`config.mk`:
```
export PLATFORM = sky130hd
export DESIGN_NAME = sorted_priority_queue_core
export DESIGN_NICKNAME = d
export VERILOG_FILES = /design/src/hdl/spq_pkg.sv /design/src/hdl/sorted_priority_queue_core.sv /design/src/hdl/spq_cell.sv
export VERILOG_INCLUDE_DIRS = /design/src /design/src/hdl
export SDC_FILE = /design/constraint.sdc
export NUM_CORES = 2
export LEC_CHECK = 0
export ABC_AREA = 1
export BUFFER_PORTS_ARGS = -buffer_cell sky130_fd_sc_hd__buf_2
export CAP_MARGIN = 20
export CORE_MARGIN = 10
export CORE_UTILIZATION = 45
export CTS_CLUSTER_SIZE = 28
export DETAILED_ROUTE_END_ITERATION = 7
export SKIP_LAST_GASP = 1
export SLEW_MARGIN = 0
export SYNTH_ARGS = -nofsm -noshare
export SYNTH_HDL_FRONTEND = slang
export SYNTH_HIERARCHICAL = 1
export SYNTH_SLANG_ARGS = --single-unit
export TNS_END_PERCENT = 100
```
`constraint.sdc`:
```
create_clock -name clk -period 9.84 [get_ports clk]
set_input_delay 1.968 -clock clk [delete_from_list [all_inputs] [get_ports clk]]
set_output_delay 1.968 -clock clk [all_outputs]
set_load 0.1 [all_outputs]
```
`src/hdl/sorted_priority_queue_core_defines.svh`:
```
// assertion macros for the sorted priority queue core
// no dependencies; included by the top level only
`ifndef SORTED_PRIORITY_QUEUE_CORE_DEFINES_SVH
`define SORTED_PRIORITY_QUEUE_CORE_DEFINES_SVH

// same-cycle implication, quiet during reset
`define SPQ_ASSERT_NOW(label, clk, rst_n, ante, cons, msg) \
  label: assert property (@(posedge clk) disable iff (!rst_n) (ante) |-> (cons)) \
    else $error(msg);

// next-cycle implication, quiet during reset
`define SPQ_ASSERT_NEXT(label, clk, rst_n, ante, cons, msg) \
  label: assert property (@(posedge clk) disable iff (!rst_n) (ante) |=> (cons)) \
    else $error(msg);

`endif

```
`src/hdl/spq_pkg.sv`:
```
// shared types and codes for the sorted priority queue core
// no dependencies
`default_nettype none

package spq_pkg;

  localparam int DATA_W       = 32;
  localparam int CMD_W        = 2;
  localparam int STATUS_W     = 2;
  localparam int OUT_CNT_W    = 5;
  localparam int CAPACITY_DEF = 16;

  localparam logic [CMD_W-1:0] CMD_INSERT = 2'd0;
  localparam logic [CMD_W-1:0] CMD_REMOVE = 2'd1;
  localparam logic [CMD_W-1:0] CMD_CLEAR  = 2'd2;
  localparam logic [CMD_W-1:0] CMD_NOP    = 2'd3;

  localparam logic [STATUS_W-1:0] ST_OK    = 2'd0;
  localparam logic [STATUS_W-1:0] ST_EMPTY = 2'd1;
  localparam logic [STATUS_W-1:0] ST_FULL  = 2'd2;

  // broadcast to every cell in the chain
  typedef struct packed {
    logic                     ins;
    logic                     rem;
    logic signed [DATA_W-1:0] val;
  } spq_ctl_t;

endpackage

`default_nettype wire

```
`src/hdl/sorted_priority_queue_core.sv`:
```
// sorted priority queue: a chain of compare-and-shift cells, ascending order
// one word per cycle unless stalled, through a registered result stage.
// insert: every cell compares its entry against the new value in parallel; the
// cells at or above the first entry not smaller than the value shift one place
// up and the value drops into the gap, so equal values go in front of the older
// ones. remove: every cell takes its upper neighbor's entry and the head comes
// out. clear only resets the count. each accepted word gives exactly one result
// word in the following cycle; the queue takes a word in every cycle in which the
// result register is empty or being drained, so throughput is one word per
// cycle, set by the registered cell update and the result register.
// depends on spq_pkg, spq_cell and sorted_priority_queue_core_defines.svh
`default_nettype none

`include "sorted_priority_queue_core_defines.svh"

module sorted_priority_queue_core
  import spq_pkg::*;
#(
  parameter int CAPACITY = CAPACITY_DEF
) (
  input  wire logic                     clk,
  input  wire logic                     rst_n,
  input  wire logic                     in_valid,
  output logic                          in_ready,
  input  wire logic [CMD_W-1:0]         in_cmd,
  input  wire logic signed [DATA_W-1:0] in_value,
  output logic                          out_valid,
  input  wire logic                     out_ready,
  output logic [STATUS_W-1:0]           out_status,
  output logic signed [DATA_W-1:0]      out_removed_value,
  output logic [OUT_CNT_W-1:0]          out_entry_count,
  output logic                          out_is_empty
);

  // count must hold CAPACITY itself
  localparam int CNT_W = $clog2(CAPACITY + 1);

  // occupancy
  logic [CNT_W-1:0] count_r;
  logic [CNT_W-1:0] count_nxt;

  // result register
  logic                     out_valid_r;
  logic                     out_valid_nxt;
  logic [STATUS_W-1:0]      status_r;
  logic [STATUS_W-1:0]      status_nxt;
  logic signed [DATA_W-1:0] removed_r;
  logic signed [DATA_W-1:0] removed_nxt;
  logic [CNT_W-1:0]         res_count_r;

  logic     accept;
  logic     full;
  logic     empty;
  spq_ctl_t ctl;

  logic signed [DATA_W-1:0] cell_data [CAPACITY];
  logic                     cell_lt   [CAPACITY];

  // zero-extend before cutting to the five reported bits
  logic [CNT_W+OUT_CNT_W-1:0] res_count_ext;

  assign in_ready = !out_valid_r || out_ready;
  assign accept   = in_valid && in_ready;
  assign full     = count_r == CNT_W'(CAPACITY);
  assign empty    = count_r == '0;

  // cell controls only fire for operations that actually change the store
  assign ctl.ins = accept && (in_cmd == CMD_INSERT) && !full;
  assign ctl.rem = accept && (in_cmd == CMD_REMOVE) && !empty;
  assign ctl.val = in_value;

  // the chain: each cell sees its lower neighbor's entry and compare flag,
  // and its upper neighbor's entry for the remove shift
  for (genvar i = 0; i < CAPACITY; i++) begin : g_cell
    logic signed [DATA_W-1:0] left_data;
    logic                     left_lt;
    logic signed [DATA_W-1:0] right_data;

    if (i == 0) begin : g_head
      // on insert the head takes the new value whenever it does not stay put
      assign left_data = in_value;
      assign left_lt   = 1'b1;
    end else begin : g_body
      assign left_data = cell_data[i-1];
      assign left_lt   = cell_lt[i-1];
    end

    if (i == CAPACITY - 1) begin : g_tail
      // slot left behind by a remove is beyond the count, contents don't care
      assign right_data = cell_data[i];
    end else begin : g_mid
      assign right_data = cell_data[i+1];
    end

    spq_cell #(
      .IDX   (i),
      .CNT_W (CNT_W)
    ) u_cell (
      .clk        (clk),
      .ctl        (ctl),
      .count      (count_r),
      .left_data  (left_data),
      .left_lt    (left_lt),
      .right_data (right_data),
      .data       (cell_data[i]),
      .lt         (cell_lt[i])
    );
  end

  // command decode: next count and the result word
  always_comb begin
    count_nxt   = count_r;
    status_nxt  = ST_OK;
    removed_nxt = '0;
    unique case (in_cmd)
      CMD_INSERT: begin
        if (full) begin
          status_nxt = ST_FULL;
        end else begin
          count_nxt = count_r + CNT_W'(1);
        end
      end
      CMD_REMOVE: begin
        if (empty) begin
          status_nxt = ST_EMPTY;
        end else begin
          count_nxt   = count_r - CNT_W'(1);
          removed_nxt = cell_data[0];
        end
      end
      CMD_CLEAR: begin
        count_nxt = '0;
      end
      default: begin
        // unused code: no change, plain ok result
      end
    endcase
  end

  always_comb begin
    out_valid_nxt = out_valid_r;
    if (accept) begin
      out_valid_nxt = 1'b1;
    end else if (out_ready) begin
      out_valid_nxt = 1'b0;
    end
  end

  always_ff @(posedge clk) begin
    if (!rst_n) begin
      count_r     <= '0;
      out_valid_r <= 1'b0;
    end else begin
      out_valid_r <= out_valid_nxt;
      if (accept) begin
        count_r <= count_nxt;
      end
    end
  end

  // payload of the result register, loaded on every accepted word
  always_ff @(posedge clk) begin
    if (accept) begin
      status_r    <= status_nxt;
      removed_r   <= removed_nxt;
      res_count_r <= count_nxt;
    end
  end

  assign res_count_ext     = {{OUT_CNT_W{1'b0}}, res_count_r};
  assign out_valid         = out_valid_r;
  assign out_status        = status_r;
  assign out_removed_value = removed_r;
  assign out_entry_count   = res_count_ext[OUT_CNT_W-1:0];
  assign out_is_empty      = res_count_r == '0;

  // checks on the count bookkeeping and the result word
  `SPQ_ASSERT_NOW(a_count_bound, clk, rst_n, 1'b1, count_r <= CNT_W'(CAPACITY),
    "occupancy above capacity")
  `SPQ_ASSERT_NEXT(a_insert_grows, clk, rst_n, ctl.ins,
    count_r == $past(count_r) + CNT_W'(1), "insert did not grow the count")
  `SPQ_ASSERT_NEXT(a_remove_shrinks, clk, rst_n, ctl.rem,
    count_r == $past(count_r) - CNT_W'(1), "remove did not shrink the count")
  `SPQ_ASSERT_NOW(a_empty_status, clk, rst_n, out_valid_r && (status_r == ST_EMPTY),
    out_is_empty && (removed_r == '0), "empty status with entries or a value")
  `SPQ_ASSERT_NOW(a_full_status, clk, rst_n, out_valid_r && (status_r == ST_FULL),
    res_count_r == CNT_W'(CAPACITY), "full status below capacity")

endmodule

`default_nettype wire

```
`src/hdl/spq_cell.sv`:
```
// one slot of the sorted chain: holds an entry, shifts left or right
// depends on spq_pkg
`default_nettype none

module spq_cell
  import spq_pkg::*;
#(
  parameter int IDX   = 0,
  parameter int CNT_W = 5
) (
  input  wire logic                     clk,
  input  wire spq_ctl_t                 ctl,
  input  wire logic [CNT_W-1:0]         count,
  input  wire logic signed [DATA_W-1:0] left_data,
  input  wire logic                     left_lt,
  input  wire logic signed [DATA_W-1:0] right_data,
  output logic signed [DATA_W-1:0]      data,
  output logic                          lt
);

  logic signed [DATA_W-1:0] data_r;
  logic signed [DATA_W-1:0] data_nxt;
  logic                     occupied;

  assign occupied = CNT_W'(IDX) < count;
  // entry stays in place on insert when it is strictly smaller
  assign lt       = occupied && (data_r < ctl.val);
  assign data     = data_r;

  always_comb begin
    data_nxt = data_r;
    if (ctl.ins) begin
      if (!lt) begin
        data_nxt = left_lt ? ctl.val : left_data;
      end
    end else if (ctl.rem) begin
      data_nxt = right_data;
    end
  end

  always_ff @(posedge clk) begin
    data_r <= data_nxt;
  end

endmodule

`default_nettype wire
```
# Word level (Yosys, flattened, before mapping)
# Cells that the tools add are included.
# word_totals
register_bits	557
input_bits	38
out_inout_bits	42
# op_classes
addsub	2
magnitude_cmp	32
eq_ne	18
muxes	68
bitwise	2
reduce_logical	47
# ops
operator	count
$mux 32	60
$lt 32x32->1	16
$lt 4x5->1 const A	8
$reduce_and 2->1	16
$ne 2x2->1 const B	15
$logic_and 1x1->1	21
$lt 3x5->1 const A	4
$pmux 5 s3	1
$logic_not 5->1	2
$lt 1x5->1 const A	2
$lt 2x5->1 const A	2
$mux 5	2
$add 5x1->5 const B	1
$eq 5x5->1 const B	1
$sub 5x1->5 const B	1
$pmux 2 s2	1
$reduce_bool 2->1	2
$logic_not 1->1	3
$mux 1	3
$eq 2x1->1 const B	1
$eq 2x2->1 const B	1
$logic_not 2->1	1
$mux 2	1
$not 1->1	2
2 further kinds	2

# Depth between registers and ports, before layout
# depth
ltp_word	7
depth_mapped	19

# Hierarchy
# The synthesis kept the hierarchy.
# by_module_without_submodules
module	n_inst	cells_per_inst	area_each_um2	seq_area_each_um2
spq_cell (g_cell[12].u_cell ...)	2	318	2446.1	960.9
spq_cell (g_cell[14].u_cell ...)	2	320	2446.1	960.9
spq_cell (g_cell[0].u_cell ...)	2	318	2443.6	960.9
spq_cell (g_cell[11].u_cell ...)	2	317	2439.8	960.9
spq_cell (g_cell[13].u_cell ...)	2	317	2438.6	960.9
spq_cell (g_cell[10].u_cell)	1	319	2448.6	960.9
spq_cell (g_cell[2].u_cell)	1	316	2442.3	960.9
spq_cell (g_cell[1].u_cell)	1	317	2441.1	960.9
spq_cell (g_cell[6].u_cell)	1	316	2441.1	960.9
spq_cell (g_cell[3].u_cell)	1	316	2437.3	960.9
spq_cell (g_cell[15].u_cell)	1	315	2431.1	960.9
sorted_priority_queue_core	1	202	2035.7	1291.2

# Worst setup path before layout
# Ideal clock, no wire load.
# synth_timing
kind	input -> register
from	input port out_ready
to	register g_cell[0].u_cell.data_r[0] (enable)
setup_time_ns	0.478
t_arrival_ns	7.323
required_time_ns	9.362
setup_slack_ns	2.038
path_stages	8
cell_sequence	inv_1 > nand2_1 > nand2_1 > nor2_1 > inv_1 > clkbuf_1 > nand2_1 > nand2_1
# synth_rtl
item	line_no	rtl
from (decl)	sorted_priority_queue_core.sv:28	input wire logic out_ready,
to (signal assigned)	spq_cell.sv:42	data_r <= data_nxt;
to (decl)	spq_cell.sv:21	logic signed [DATA_W-1:0] data_r;

==> impl.org <==
** Outcome
- The flow ran to the end, and the final reports show no timing, DRC or antenna violations.

** Global route
- Across every metal layer, demand over resource in global routing totals 21.3%.
- The total overflow left after global routing is 0.
- The number of antenna violations at the first check in global routing was 5.
- Most congested layer reported by global routing :: met2
- Global routing consumed, on the met1 layer, 27.7% of the routing resources.
- Largest net degree at the start of global routing :: between 100 and 150
- Met3 GRT Util :: under 10%
- The first global-routing pass estimated between 150,000 and 200,000 um of wire.
- Vias in the first global route :: 34,331
- Global Route met2 Usage :: 36.9%

** Clocking
- In this run, post-CTS repair resized a total of 0 instances.
- Clock slew seen by the registers of the worst setup and hold paths :: 60 ps
- Buffer count from post-CTS setup fixing :: 0
- CTS Buf Count :: 70
- The clock tree synthesis step divided the H-tree into 3 levels.
- CTS tree :: done
- Hold-fix buffers at CTS :: 0
- The clock reaches the later pin of the worst-skew pair after 620 ps.
- Number of sinks on the clock net :: 557
- The root buffer cell chosen for the clock tree is clkbuf_16.
- The clock passes through at most 3 buffers.

** Timing
- Top achievable clock speed :: 185 MHz
- Number of failing setup endpoints in the final timing report :: 0
- Final Hold Viols :: 0
- The worst path meets setup with between 4000 and 5000 ps of slack.
- Across the routed clock network, the largest skew measured is around 22 ps.
- Setup repair after global routing left no endpoint under its margin.
- At the pin with the least slew margin, the transition time is 1110 ps.
- For the final routed database, the setup TNS stands at 0 ps.
- Period utilisation layout :: 54.9%
- The number of max-slew violations in the final report is 0.
- The worst pin sits at a relative slew slack of 26.2%.
- Subtracting the final worst setup slack from the clock period gives 5410 ps.

** Logic synthesis
- Number of instances in the synthesized netlist :: 5,280
- The mapped netlist covers ~0.041 mm2.
- For this run, the number of Yosys warnings is 6.
- Post-synthesis average cell area :: 7.78 um2

** Die
- The core region is 0.0903 mm2.
- Ports placed on the boundary :: 80
- Initial core utilization :: 45.5%
- The floorplan step set the die height to 322 um.
- Overall die width :: 322 um
- The floorplan has 110 rows.
- The floorplan step defined a die boundary enclosing 0.104 mm2.

** Power
- Largest voltage drop on the vdd net :: 0.124 mV
- Leakage component of the power :: roughly 21 nW
- For this design the ratio of total power to cell area is ~150 mW/mm2.
- Overall power consumption after layout is estimated at roughly 0.0067 W.

** Worst setup path
- Measured in cells, the most critical reg-to-reg path has a length of 10.
- Of all nets on the critical path, the largest fanout is 33.
- The largest individual stage delay along the critical path comes from the cell inv_1.
- STA puts the critical path data required time at 10,190 ps.
- Startpoint Class :: primary input
- Kind of end point of the critical path :: register
- By startpoint and endpoint, the worst setup path is classified as primary input to register.
- For the worst setup path, the data arrival time is between 5000 and 6000 ps.
- Largest stage delay, worst path :: 760 ps
- Critical Path, Cell by Cell :: buf_2, inv_1, ha_1, nand2_1, nor2_1, nand4_1, nor2_1, nand2_1, nand3_1, nand3_2, inv_1, inv_1, nor2_1, o21ai_0

** Layout
- For this run, the post-layout net count is between 5,000 and 6,000.
- Cells with a size suffix above 1 make up 6.39% of the layout.
- The area growth from synthesis to layout is 9.47%.
- Fin area :: 0.0450 mm2

** Min path
- Worst Hold Path Cells :: 2
- The worst hold path belongs to the class register to register.

** Routing
- WL final :: 113,000 um
- Detailed-route wire length per cell :: 17.3 um
- Violation count after the first detailed-route iteration :: approximately 3,000
- Antenna Nets Post-Route :: 0
- In the routed design, unresolved DRC markers number 0.
- Count of TritonRoute iterations in the first routing pass :: 6
- Detailed routing inserted a total of 34,983 vias.
- Using the TritonRoute via totals, the vias-per-cell ratio works out to 5.36.

** Placed design
- GP Congestion :: 0.847
- Final HPWL from detailed placement :: 82,700 um
- Prior to clock tree synthesis, the placed netlist has a worst setup slack of around 3700 ps.
- Buffers placed on the I/O ports in this run total 79.
- Dpl cell area :: 0.0426 mm2

** Flow run
- Maxcap violations :: 0
path summary, 6_finish.rpt:
path                      startpoint                             endpoint  slack [ps]
max                     in_value[23]   g_cell[3].u_cell/data[2]$_DFFE_PP_        4430
min           out_valid$_SDFFE_PN0P_               out_valid$_SDFFE_PN0P_         510
max reg2reg  count_r[1]$_SDFFE_PN0P_  g_cell[7].u_cell/data[31]$_DFFE_PP_        4970
min reg2reg   out_valid$_SDFFE_PN0P_               out_valid$_SDFFE_PN0P_         510
stage by stage:
step / utilization, % / cells / hold slack (ps)
2_1_floorplan: - / 5285 / 543
3_3_place_gp: 47.1 / 6387 / 495
3_5_place_dp: 47.2 / 6389 / 505
4_1_cts: 49.6 / 6518 / 514
5_1_grt: 49.8 / 6530 / 535
6_report: 49.8 / 6530 / 511
cells in the final DEF (no fill, tap or decap), drive strengths merged:
cell	n
o21ai	1094
nand2	1081
inv	747
nor2	699
edfxtp	551
ha	498
a21oi	243
buf	135
clkbuf	90
nand3	85
nor3	35
clkinv	32
nand4	23
o21a	11
dfxtp	6
conb	6
bufinv	3
diode	2
xor2	2
nand3b	1
nor3b	1
o21bai	1
a31o	1
a31oi	1
or4	1
a2111o	1
or3	1
a211o	1
a311o	1
o31ai	1
worst max-delay path: cells and delay by family:
family	cells	cell delay (ps)
buf+inv	4	2140
fa+ha+maj	1	330
compound gates	1	110
simple gates	8	1170
where the power goes:
part           internal [W]  total [W]  switching [W]
registers           0.00282    0.00294       0.000120
clock network       0.00144    0.00248        0.00104
logic              0.000396    0.00132       0.000928
sequential cells by signal (all words and copies together) (netlist names):
register	count
count_r	5
g_cell.u_cell/data	512
out_status	2
out_entry_count	5
out_removed_value	32
out_valid	1
cell type report:
type | count | area, um2
fill | 8694 | 45300
tap | 1176 | 1470
clock buffer | 90 | 1890
clock inverter | 39 | 264
sequential | 557 | 16700
multi-input combinational | 3788 | 20900
inverter | 743 | 2790
timing repair buffer | 135 | 1010
antenna | 2 | 5.00
routing by layer:
| layer | vias up | wire length, um |
|---|---|---|
| met1 | 16280 | 50800 |
| li1 | 17663 | - |
| met4 | 0 | 2910 |
| met3 | 154 | 4970 |
| met5 | - | 0 |
| met2 | 886 | 54000 |
Power figures use the tool's default switching activity.
